$ cat config.mk
export PLATFORM = sky130hd
export DESIGN_NAME = i2c_transfer_sequencer
export DESIGN_NICKNAME = d
export VERILOG_FILES = /design/src/i2cts_pkg.sv /design/src/i2cts_store.sv /design/src/i2cts_engine.sv /design/src/i2c_transfer_sequencer.sv
export SDC_FILE = /design/constraint.sdc
export NUM_CORES = 1
export LEC_CHECK = 0
export BUFFER_PORTS_ARGS = -buffer_cell sky130_fd_sc_hd__buf_2
export CAP_MARGIN = 10
export CORE_UTILIZATION = 45
export CTS_CLUSTER_DIAMETER = 120
export DETAILED_ROUTE_END_ITERATION = 16
export GPL_TIMING_DRIVEN = 0
export PLACE_DENSITY = 0.71
export REMOVE_ABC_BUFFERS = 1
export SLEW_MARGIN = 20
export SYNTH_ARGS = -nofsm -noshare
export SYNTH_HDL_FRONTEND = slang
export SYNTH_SLANG_ARGS = --single-unit
$ cat constraint.sdc
create_clock -name clock -period 4.7 [get_ports clock]
set_input_delay 0.705 -clock clock [delete_from_list [all_inputs] [get_ports clock]]
set_output_delay 0.705 -clock clock [all_outputs]
set_load 0.02 [all_outputs]
$ cat src/i2cts_pkg.sv
// Shared types, codes and constants for the I2C transfer sequencer.
`timescale 1ns / 1ps
`default_nettype none

package i2cts_pkg;

   // Default depth of the target transmit store.
   localparam int TS_BUF_DEPTH = 64;

   // Store positions travel at this width; it covers every legal depth.
   localparam int STORE_IDX_W = 8;

   // Command and bus event codes.
   localparam logic [3:0] CMD_START      = 4'd0;
   localparam logic [3:0] CMD_PROBE      = 4'd1;
   localparam logic [3:0] CMD_ADDR_MATCH = 4'd2;
   localparam logic [3:0] CMD_NACK       = 4'd3;
   localparam logic [3:0] CMD_TX_REQ     = 4'd4;
   localparam logic [3:0] CMD_RX_BYTE    = 4'd5;
   localparam logic [3:0] CMD_TC         = 4'd6;
   localparam logic [3:0] CMD_STOP       = 4'd7;
   localparam logic [3:0] CMD_ABORT      = 4'd8;
   localparam logic [3:0] CMD_LOAD       = 4'd9;

   // Actions for the bus engine.
   localparam logic [2:0] ACT_NONE        = 3'd0;
   localparam logic [2:0] ACT_SEND        = 3'd1;
   localparam logic [2:0] ACT_STORE       = 3'd2;
   localparam logic [2:0] ACT_START_WRITE = 3'd3;
   localparam logic [2:0] ACT_START_READ  = 3'd4;
   localparam logic [2:0] ACT_STOP        = 3'd5;

   // Reply codes.
   localparam logic [1:0] REPLY_OK      = 2'd0;
   localparam logic [1:0] REPLY_BUSY    = 2'd1;
   localparam logic [1:0] REPLY_IGNORED = 2'd2;

   // Roles.
   localparam logic [1:0] ROLE_IDLE   = 2'd0;
   localparam logic [1:0] ROLE_MASTER = 2'd1;
   localparam logic [1:0] ROLE_TARGET = 2'd2;

   // Configuration register indexes.
   localparam logic CSR_TX_LENGTH = 1'b0;
   localparam logic CSR_RX_LENGTH = 1'b1;

   // Byte sent by a target that has run out of data.
   localparam logic [7:0] FILL_BYTE = 8'hFF;

   typedef struct packed {
      logic [3:0] cmd;
      logic [6:0] target_addr;
      logic [7:0] tx_count;
      logic [7:0] rx_count;
      logic [7:0] data_in;
      logic [5:0] load_index;
      logic       bus_busy;
   } req_type;

   typedef struct packed {
      logic [2:0] action;
      logic [7:0] byte_out;
      logic [7:0] store_offset;
      logic [7:0] start_addr;
      logic [7:0] start_length;
      logic       soft_end;
      logic [1:0] reply;
      logic       transfer_done;
      logic       error_seen;
      logic [1:0] role_now;
      logic       busy_now;
   } rsp_type;

   // Write request into the target transmit store.
   typedef struct packed {
      logic                   en;
      logic [STORE_IDX_W-1:0] addr;
      logic [7:0]             data;
   } store_wr_type;

endpackage

`default_nettype wire

$ cat src/i2cts_store.sv
// Target transmit store: one write port, one registered read port with write bypass.
`timescale 1ns / 1ps
`default_nettype none

module i2cts_store #(
   parameter int DEPTH = i2cts_pkg::TS_BUF_DEPTH
) (
   input  wire logic                                 clock,
   input  wire i2cts_pkg::store_wr_type              wr,
   input  wire logic [i2cts_pkg::STORE_IDX_W-1:0]    rd_addr,
   output logic      [7:0]                           rd_data
);
   import i2cts_pkg::*;

   localparam int AW = (DEPTH > 1) ? $clog2(DEPTH) : 1;

   logic [7:0] mem [DEPTH];
   logic [7:0] rd_data_ff;

   always_ff @(posedge clock) begin
      if (wr.en) begin
         mem[wr.addr[AW-1:0]] <= wr.data;
      end
   end

   // A write to the address being read this cycle forwards its data.
   always_ff @(posedge clock) begin
      if (wr.en && (wr.addr == rd_addr)) begin
         rd_data_ff <= wr.data;
      end else begin
         rd_data_ff <= mem[rd_addr[AW-1:0]];
      end
   end

   assign rd_data = rd_data_ff;

endmodule

`default_nettype wire

$ cat src/i2cts_engine.sv
// Sequencer state and the single-pass decode of one command or bus event.
`timescale 1ns / 1ps
`default_nettype none

module i2cts_engine #(
   parameter int DEPTH = i2cts_pkg::TS_BUF_DEPTH
) (
   input  wire logic                              clock,
   input  wire logic                              reset,
   input  wire logic                              fire,
   input  wire i2cts_pkg::req_type                item,
   input  wire logic [6:0]                        tx_length,
   input  wire logic [6:0]                        rx_length,
   input  wire logic [7:0]                        rd_data,
   output i2cts_pkg::rsp_type                     rsp_in,
   output i2cts_pkg::store_wr_type                wr,
   output logic      [i2cts_pkg::STORE_IDX_W-1:0] rd_addr
);
   import i2cts_pkg::*;

   localparam logic [8:0] DEPTH_W = 9'(DEPTH);

   logic [1:0] role_ff,    role_in;
   logic       busy_ff,    busy_in;
   logic       done_ff,    done_in;
   logic       err_ff,     err_in;
   logic [7:0] addr_ff,    addr_in;
   logic [7:0] tx_left_ff, tx_left_in;
   logic [7:0] rx_left_ff, rx_left_in;
   logic [7:0] rx_pos_ff,  rx_pos_in;
   logic [6:0] ttx_pos_ff, ttx_pos_in;
   logic [6:0] trx_pos_ff, trx_pos_in;
   logic       tx_irq_ff,  tx_irq_in;
   logic       tc_irq_ff,  tc_irq_in;

   logic       start_refused;
   logic       tc_both;
   logic       ttx_has_byte;
   logic       load_in_range;
   logic [7:0] new_addr;

   assign start_refused = busy_ff || (role_ff == ROLE_TARGET) || item.bus_busy;
   assign tc_both       = (item.tx_count != 8'd0) && (item.rx_count != 8'd0);
   assign new_addr      = {item.target_addr, 1'b0};
   assign ttx_has_byte  = (ttx_pos_ff < tx_length) && ({2'b00, ttx_pos_ff} < DEPTH_W);
   assign load_in_range = {3'b000, item.load_index} < DEPTH_W;

   always_comb begin
      role_in    = role_ff;
      busy_in    = busy_ff;
      done_in    = done_ff;
      err_in     = err_ff;
      addr_in    = addr_ff;
      tx_left_in = tx_left_ff;
      rx_left_in = rx_left_ff;
      rx_pos_in  = rx_pos_ff;
      ttx_pos_in = ttx_pos_ff;
      trx_pos_in = trx_pos_ff;
      tx_irq_in  = tx_irq_ff;
      tc_irq_in  = tc_irq_ff;

      rsp_in              = '0;
      rsp_in.action       = ACT_NONE;
      rsp_in.reply        = REPLY_OK;

      wr.en   = 1'b0;
      wr.addr = {2'b00, item.load_index};
      wr.data = item.data_in;

      unique case (item.cmd) inside
         CMD_START, CMD_PROBE: begin
            if (start_refused) begin
               rsp_in.reply = REPLY_BUSY;
            end else begin
               role_in   = ROLE_MASTER;
               busy_in   = 1'b1;
               done_in   = 1'b0;
               err_in    = 1'b0;
               addr_in   = new_addr;
               rx_pos_in = 8'd0;
               if (item.cmd == CMD_PROBE) begin
                  tx_left_in         = 8'd0;
                  rx_left_in         = 8'd0;
                  rsp_in.action      = ACT_START_WRITE;
                  rsp_in.start_addr  = new_addr;
               end else begin
                  tx_left_in = item.tx_count;
                  rx_left_in = item.rx_count;
                  tc_irq_in  = tc_both;
                  if (item.tx_count != 8'd0) begin
                     rsp_in.action       = ACT_START_WRITE;
                     rsp_in.start_addr   = new_addr;
                     rsp_in.start_length = item.tx_count;
                     rsp_in.soft_end     = tc_both;
                     tx_irq_in           = 1'b1;
                  end else if (item.rx_count != 8'd0) begin
                     rsp_in.action       = ACT_START_READ;
                     rsp_in.start_addr   = new_addr;
                     rsp_in.start_length = item.rx_count;
                  end
               end
            end
         end
         CMD_ADDR_MATCH: begin
            role_in    = ROLE_TARGET;
            ttx_pos_in = 7'd0;
            trx_pos_in = 7'd0;
            tx_irq_in  = 1'b1;
         end
         CMD_NACK: begin
            if (role_ff == ROLE_MASTER) begin
               rsp_in.action = ACT_STOP;
               err_in        = 1'b1;
            end else begin
               rsp_in.reply = REPLY_IGNORED;
            end
         end
         CMD_TX_REQ: begin
            if (!tx_irq_ff) begin
               rsp_in.reply = REPLY_IGNORED;
            end else if (role_ff == ROLE_MASTER) begin
               if (tx_left_ff != 8'd0) begin
                  rsp_in.action   = ACT_SEND;
                  rsp_in.byte_out = item.data_in;
                  tx_left_in      = tx_left_ff - 8'd1;
               end
            end else if (role_ff == ROLE_TARGET) begin
               rsp_in.action = ACT_SEND;
               if (ttx_has_byte) begin
                  rsp_in.byte_out = rd_data;
                  ttx_pos_in      = ttx_pos_ff + 7'd1;
               end else begin
                  rsp_in.byte_out = FILL_BYTE;
               end
            end else begin
               busy_in   = 1'b0;
               tx_irq_in = 1'b0;
            end
         end
         CMD_RX_BYTE: begin
            if (role_ff == ROLE_MASTER) begin
               if (rx_left_ff != 8'd0) begin
                  rsp_in.action       = ACT_STORE;
                  rsp_in.byte_out     = item.data_in;
                  rsp_in.store_offset = rx_pos_ff;
                  rx_pos_in           = rx_pos_ff + 8'd1;
                  rx_left_in          = rx_left_ff - 8'd1;
               end
            end else if (role_ff == ROLE_TARGET) begin
               if (trx_pos_ff < rx_length) begin
                  rsp_in.action       = ACT_STORE;
                  rsp_in.byte_out     = item.data_in;
                  rsp_in.store_offset = {1'b0, trx_pos_ff};
                  trx_pos_in          = trx_pos_ff + 7'd1;
               end
            end else begin
               rsp_in.reply = REPLY_IGNORED;
            end
         end
         CMD_TC: begin
            if (!tc_irq_ff || (role_ff != ROLE_MASTER)) begin
               rsp_in.reply = REPLY_IGNORED;
            end else if (rx_left_ff != 8'd0) begin
               rsp_in.action       = ACT_START_READ;
               rsp_in.start_addr   = addr_ff;
               rsp_in.start_length = rx_left_ff;
               tx_irq_in           = 1'b0;
            end else begin
               tc_irq_in = 1'b0;
            end
         end
         CMD_STOP: begin
            if (role_ff == ROLE_MASTER) begin
               tx_irq_in = 1'b0;
               done_in   = 1'b1;
               busy_in   = 1'b0;
               role_in   = ROLE_IDLE;
            end else if (role_ff == ROLE_TARGET) begin
               tx_irq_in = 1'b0;
               role_in   = ROLE_IDLE;
            end else begin
               rsp_in.reply = REPLY_IGNORED;
            end
         end
         CMD_ABORT: begin
            tx_irq_in = 1'b0;
            if (item.bus_busy) begin
               rsp_in.action = ACT_STOP;
            end
            addr_in    = 8'd0;
            tx_left_in = 8'd0;
            rx_left_in = 8'd0;
            rx_pos_in  = 8'd0;
            done_in    = 1'b1;
            busy_in    = 1'b0;
            role_in    = ROLE_IDLE;
         end
         CMD_LOAD: begin
            wr.en = load_in_range;
         end
         default: begin
            rsp_in.reply = REPLY_IGNORED;
         end
      endcase

      // Flags reported are those after this step.
      rsp_in.transfer_done = done_in;
      rsp_in.error_seen    = err_in;
      rsp_in.role_now      = role_in;
      rsp_in.busy_now      = busy_in;

      // Without a firing item the state holds and so must the write port.
      if (!fire) begin
         wr.en = 1'b0;
      end
   end

   // Prefetch the store at the transmit position the next item will see.
   assign rd_addr = fire ? {1'b0, ttx_pos_in} : {1'b0, ttx_pos_ff};

   always_ff @(posedge clock) begin
      if (reset) begin
         role_ff    <= ROLE_IDLE;
         busy_ff    <= 1'b0;
         done_ff    <= 1'b0;
         err_ff     <= 1'b0;
         addr_ff    <= 8'd0;
         tx_left_ff <= 8'd0;
         rx_left_ff <= 8'd0;
         rx_pos_ff  <= 8'd0;
         ttx_pos_ff <= 7'd0;
         trx_pos_ff <= 7'd0;
         tx_irq_ff  <= 1'b0;
         tc_irq_ff  <= 1'b0;
      end else if (fire) begin
         role_ff    <= role_in;
         busy_ff    <= busy_in;
         done_ff    <= done_in;
         err_ff     <= err_in;
         addr_ff    <= addr_in;
         tx_left_ff <= tx_left_in;
         rx_left_ff <= rx_left_in;
         rx_pos_ff  <= rx_pos_in;
         ttx_pos_ff <= ttx_pos_in;
         trx_pos_ff <= trx_pos_in;
         tx_irq_ff  <= tx_irq_in;
         tc_irq_ff  <= tc_irq_in;
      end
   end

endmodule

`default_nettype wire

$ cat src/i2c_transfer_sequencer.sv
// Top level of the I2C transfer sequencer: request and response registers, CSRs, engine.
`timescale 1ns / 1ps
`default_nettype none

// The sequencer takes one request per clock while the response is not stalled, each a
// command (start, probe, abort, load of a target transmit byte) or a bus event (address
// match, NACK, transmit request, received byte, transfer complete, stop), and answers
// every request with exactly one response telling the bus engine what to do next, along
// with the role, busy, done and error flags as they stand after that request. A request
// is captured in an input register, decoded in one pass against the sequencer state,
// and the response is held in an output register; while a response stalls, a new
// request can still enter an empty input register. The target transmit store is a RAM
// with a registered read port; it is read ahead at the transmit position the next
// request will see, with writes to that same position forwarded, so serving a target
// byte need not wait on the read. Store entries that were never loaded read back as
// unspecified data. Program the two length registers only while no request is in flight.
module i2c_transfer_sequencer #(
   parameter int TARGET_BUF_DEPTH = i2cts_pkg::TS_BUF_DEPTH
) (
   input  wire logic               clock,
   input  wire logic               reset,
   input  wire logic               req_valid,
   output logic                    req_stall,
   input  wire i2cts_pkg::req_type req_data,
   output logic                    rsp_valid,
   input  wire logic               rsp_stall,
   output i2cts_pkg::rsp_type      rsp_data,
   input  wire logic               csr_valid,
   output logic                    csr_ready,
   input  wire logic               csr_index,
   input  wire logic [6:0]         csr_data
);
   import i2cts_pkg::*;

   logic                   in_valid_ff, in_valid_in;
   req_type                in_item_ff;
   logic                   out_valid_ff, out_valid_in;
   rsp_type                out_item_ff;
   logic [6:0]             tx_length_ff;
   logic [6:0]             rx_length_ff;

   logic                   exec_fire;
   logic                   req_accept;
   rsp_type                rsp_in;
   store_wr_type           store_wr;
   logic [STORE_IDX_W-1:0] store_rd_addr;
   logic [7:0]             store_rd_data;

   // The held request executes whenever the response register is free or draining.
   assign exec_fire  = in_valid_ff && (!out_valid_ff || !rsp_stall);
   assign req_stall  = in_valid_ff && !exec_fire;
   assign req_accept = req_valid && !req_stall;

   assign in_valid_in  = req_accept ? 1'b1 : (exec_fire ? 1'b0 : in_valid_ff);
   assign out_valid_in = exec_fire ? 1'b1 : (rsp_stall ? out_valid_ff : 1'b0);

   always_ff @(posedge clock) begin
      if (reset) begin
         in_valid_ff  <= 1'b0;
         out_valid_ff <= 1'b0;
      end else begin
         in_valid_ff  <= in_valid_in;
         out_valid_ff <= out_valid_in;
      end
   end

   always_ff @(posedge clock) begin
      if (req_accept) begin
         in_item_ff <= req_data;
      end
      if (exec_fire) begin
         out_item_ff <= rsp_in;
      end
   end

   // Configuration registers are always ready to take a write.
   assign csr_ready = 1'b1;

   always_ff @(posedge clock) begin
      if (reset) begin
         tx_length_ff <= 7'd0;
         rx_length_ff <= 7'd0;
      end else if (csr_valid && csr_ready) begin
         unique case (csr_index)
            CSR_TX_LENGTH: tx_length_ff <= csr_data;
            CSR_RX_LENGTH: rx_length_ff <= csr_data;
            default:       tx_length_ff <= tx_length_ff;
         endcase
      end
   end

   i2cts_engine #(
      .DEPTH (TARGET_BUF_DEPTH)
   ) u_engine (
      .clock     (clock),
      .reset     (reset),
      .fire      (exec_fire),
      .item      (in_item_ff),
      .tx_length (tx_length_ff),
      .rx_length (rx_length_ff),
      .rd_data   (store_rd_data),
      .rsp_in    (rsp_in),
      .wr        (store_wr),
      .rd_addr   (store_rd_addr)
   );

   i2cts_store #(
      .DEPTH (TARGET_BUF_DEPTH)
   ) u_store (
      .clock   (clock),
      .wr      (store_wr),
      .rd_addr (store_rd_addr),
      .rd_data (store_rd_data)
   );

   assign rsp_valid = out_valid_ff;
   assign rsp_data  = out_item_ff;

`ifndef NO_ASSERTIONS
   // Every executed request produces a response in the following cycle.
   a_fire_gives_rsp: assert property (@(posedge clock) disable iff (reset)
      exec_fire |=> rsp_valid)
      else $error("executed request did not produce a response");

   // A refused start never launches any bus action.
   a_refused_no_action: assert property (@(posedge clock) disable iff (reset)
      (rsp_valid && (rsp_data.reply == REPLY_BUSY)) |-> (rsp_data.action == ACT_NONE))
      else $error("refused start carries an action");

   // Soft end only accompanies the write phase of a write-then-read transfer.
   a_soft_end_write: assert property (@(posedge clock) disable iff (reset)
      (rsp_valid && rsp_data.soft_end) |->
         ((rsp_data.action == ACT_START_WRITE) && (rsp_data.start_length != 8'd0)))
      else $error("soft end without a write start");
`endif

endmodule

`default_nettype wire
==> results_dict.tcl <==
set metrics [dict create \
    holdPathEnd "in_item_ff[9]" \
    cts.sinks 672 \
    finalHoldViolations 0 \
    synth.avg_cell_area_um2 12.2 \
    path_clk_slew_ps 60 \
    cts_buffer_depth 3 \
    root_buffer "clkbuf_16" \
    wl_met1_um 30700 \
    report.final.slew_viol_count 0 \
    r2r_setup_slack_ps 30 \
    p_leak_nw 11.5 \
    crit_path_start_kind "flop" \
    min_path_cells 1 \
    critPathMaxFanout 15 \
    met3_length_um 9640 \
    hold_ws_ps 246 \
    firstDrtPassIters 6 \
    routed.top_layer "met5" \
    synth_cells 2309 \
    drt_iter0_drc 3000 \
    nets 2496 \
    rr_worst_depth 11 \
    relSlewSlack 0.272 \
    setup_viol_count_final 0 \
    most-common-layout-cells "edfxtp_1 (596), nand2_1 (453), nand3_1 (233)" \
    vias 20380 \
    fin_skew_ps 36.1 \
    tightest_slew_ps 1090 \
    grt_pass1_wl_um 121000 \
    dp_hpwl_um 52900 \
    synth_ff_type "edfxtp_1" \
    power_per_cell_area_nw_per_um2 376 \
    synth_cell_types 86 \
    numCtsBuffers 70 \
    syn_to_final_growth_pct 16.5 \
    ys_seq_area_frac 0.687 \
    final_util 0.532 \
    boundaryPins 101 \
    avgViaCountPerCell 6.15 \
    globalplace.congestion 0.910 \
    vdd_drop_max_mv 0.293 \
    wl_um 82300 \
    routedWlPerCell_um 24.8 \
    grt_pass1_vias 19480 \
    cts_tree "done" \
    antenna_found_initial 1 \
    hold_path_startpoint "req_data[9]" \
    critPathRequiredTime_ps 5180 \
    worst-setup-path-type "reg -> reg" \
    worstPathArrival_ps 5150 \
    cp-end-kind "flop" \
    post_synth_instance_area_um2 28300 \
    clock.fmax_ghz 0.214 \
    core_area_um2 61900 \
    track_usage 0.255 \
    dieArea_um2 63800 \
    hold_class "in -> reg" \
    layout.cells.most_common "edfxtp_1" \
    r2r-start "u_engine.ttx_pos_ff[6]" \
    grt_overflow 0 \
    wl_met2_um 37900 \
    clk_latency_ps 640 \
    drtAntennaViolNets 0 \
    max_cap_violations 0 \
    period_minus_slack_ps 4670 \
    drc_errors 0 \
    ys_ff_latch 672 \
    start_util 0.456 \
    synth_edf_count 596 \
    portBuffers 98 \
    die_w_um 253 \
    fin_crit_sh 0.994 \
    yosysWarnings 0 \
    row_count 91 \
    die_h_um 253 \
    grt_max_degree 67 \
    cp-startpoint "u_engine.ttx_pos_ff[6]" \
    synthArstFlopShare 0 \
    drive_above_1_share 0.139 \
    rsz0062_at_grt "yes" \
    status "completed" \
    r2r-end "u_store.rd_data[2]" \
    htreeDepth 3 \
]
[cells in the mapped netlist, types with 22 or more instances]
master,n,area share
ha_1,22,0.0097
edfxtp_1,596,0.63
a21oi_1,81,0.014
nand4_1,28,0.0062
a211oi_1,23,0.0061
dfxtp_1,76,0.054
nand2_1,455,0.060
clkbuf_1,70,0.0093
nand3_1,233,0.041
o21ai_0,48,0.0085
nor2_1,185,0.025
buf_2,38,0.0067
inv_1,27,0.0036
mux2i_1,80,0.028
[what timing repair did]
action	in CTS	in global routing
hold buffers	0	0
resized for setup	21	10
setup buffers	7	13
cloned	2	2
pin swaps	4	3
setup endpoints to repair	8	8
[metal layers]
metal,vias to the layer above,GRT usage
li1,8808,-
met1,9928,0.329
met2,1408,0.401
met3,234,0.0683
met4,2,0.120
met5,-,0
[power breakdown]
group	switching [mW]	internal (mW)
Sequential	0.0673	6.55
Clock	2.35	3.02
Combinational	0.267	0.136
Total	2.69	9.70
[cells by family after synthesis]
| family | count (synthesis) | share of synthesized area |
|---|---|---|
| xor gates and xnor gates | 12 | 0.00398 |
| and+or+nand+nor | 1014 | 0.159 |
| AOI/OAI and AO/OA | 333 | 0.0819 |
| other | 2 | 0.000266 |
| adders and majority gates | 22 | 0.00974 |
| muxes | 92 | 0.0332 |
| buffers and inverters | 162 | 0.0246 |
| DFF | 672 | 0.687 |
[how the worst max path moves through the flow]
stage	end	slack (ps)	depth (start not counted)
after floorplan	u_store.rd_data[2]	-5060	12
after global routing	u_store.rd_data[2]	-60	12
after detailed placement	u_store.rd_data[4]	-1570	17
final	u_store.rd_data[2]	30	11
after CTS	u_store.rd_data[4]	10	16
after global placement	u_store.rd_data[7]	-12110	12
[flip-flops by register name (all words and copies together) (netlist names), 8 cells and up]
signal,count
u_store.mem,512
in_item_ff,42
rsp_data,42
u_engine.rx_left_ff,8
u_engine.rx_pos_ff,8
u_engine.tx_left_ff,8
u_store.rd_data,8
[stage by stage]
step | std cells | setup slack (ps) | instance area, µm² | TNS, ps | total power [mW]
finish | 3314 | 29.9 | 32900 | 0 | 12.4
global route | 3312 | -63.5 | 32900 | -153 | 12.7
CTS | 3297 | 10.8 | 32800 | 0 | 12.4
detailed placement | 3160 | -1570 | 30400 | -8850 | 7.12
global placement | 3109 | -12110 | 29200 | -728200 | 7.06
floorplan | 2174 | -5060 | 27700 | -43380 | 6.90
[final cells by class]
type | instances | area, µm²
timing repair buffer | 169 | 1690
clock inverter | 35 | 295
inverter | 27 | 106
multi-input combinational | 1479 | 8460
fill | 5071 | 29000
tap | 837 | 1050
clock buffer | 93 | 1920
antenna | 2 | 5.00
sequential | 672 | 19400
[worst max-delay path, cell delays in order, from the launching register on]
cell	delay, ps
dfxtp_1	520
ha_1	320
and2_0	180
a221o_1	430
a211o_4	470
or4_4	590
mux2_4	470
xnor2_2	220
or4b_4	660
o21ai_0	250
o2bb2a_2	290
a22oi_1	100
(Power assumes the default switching activity.)
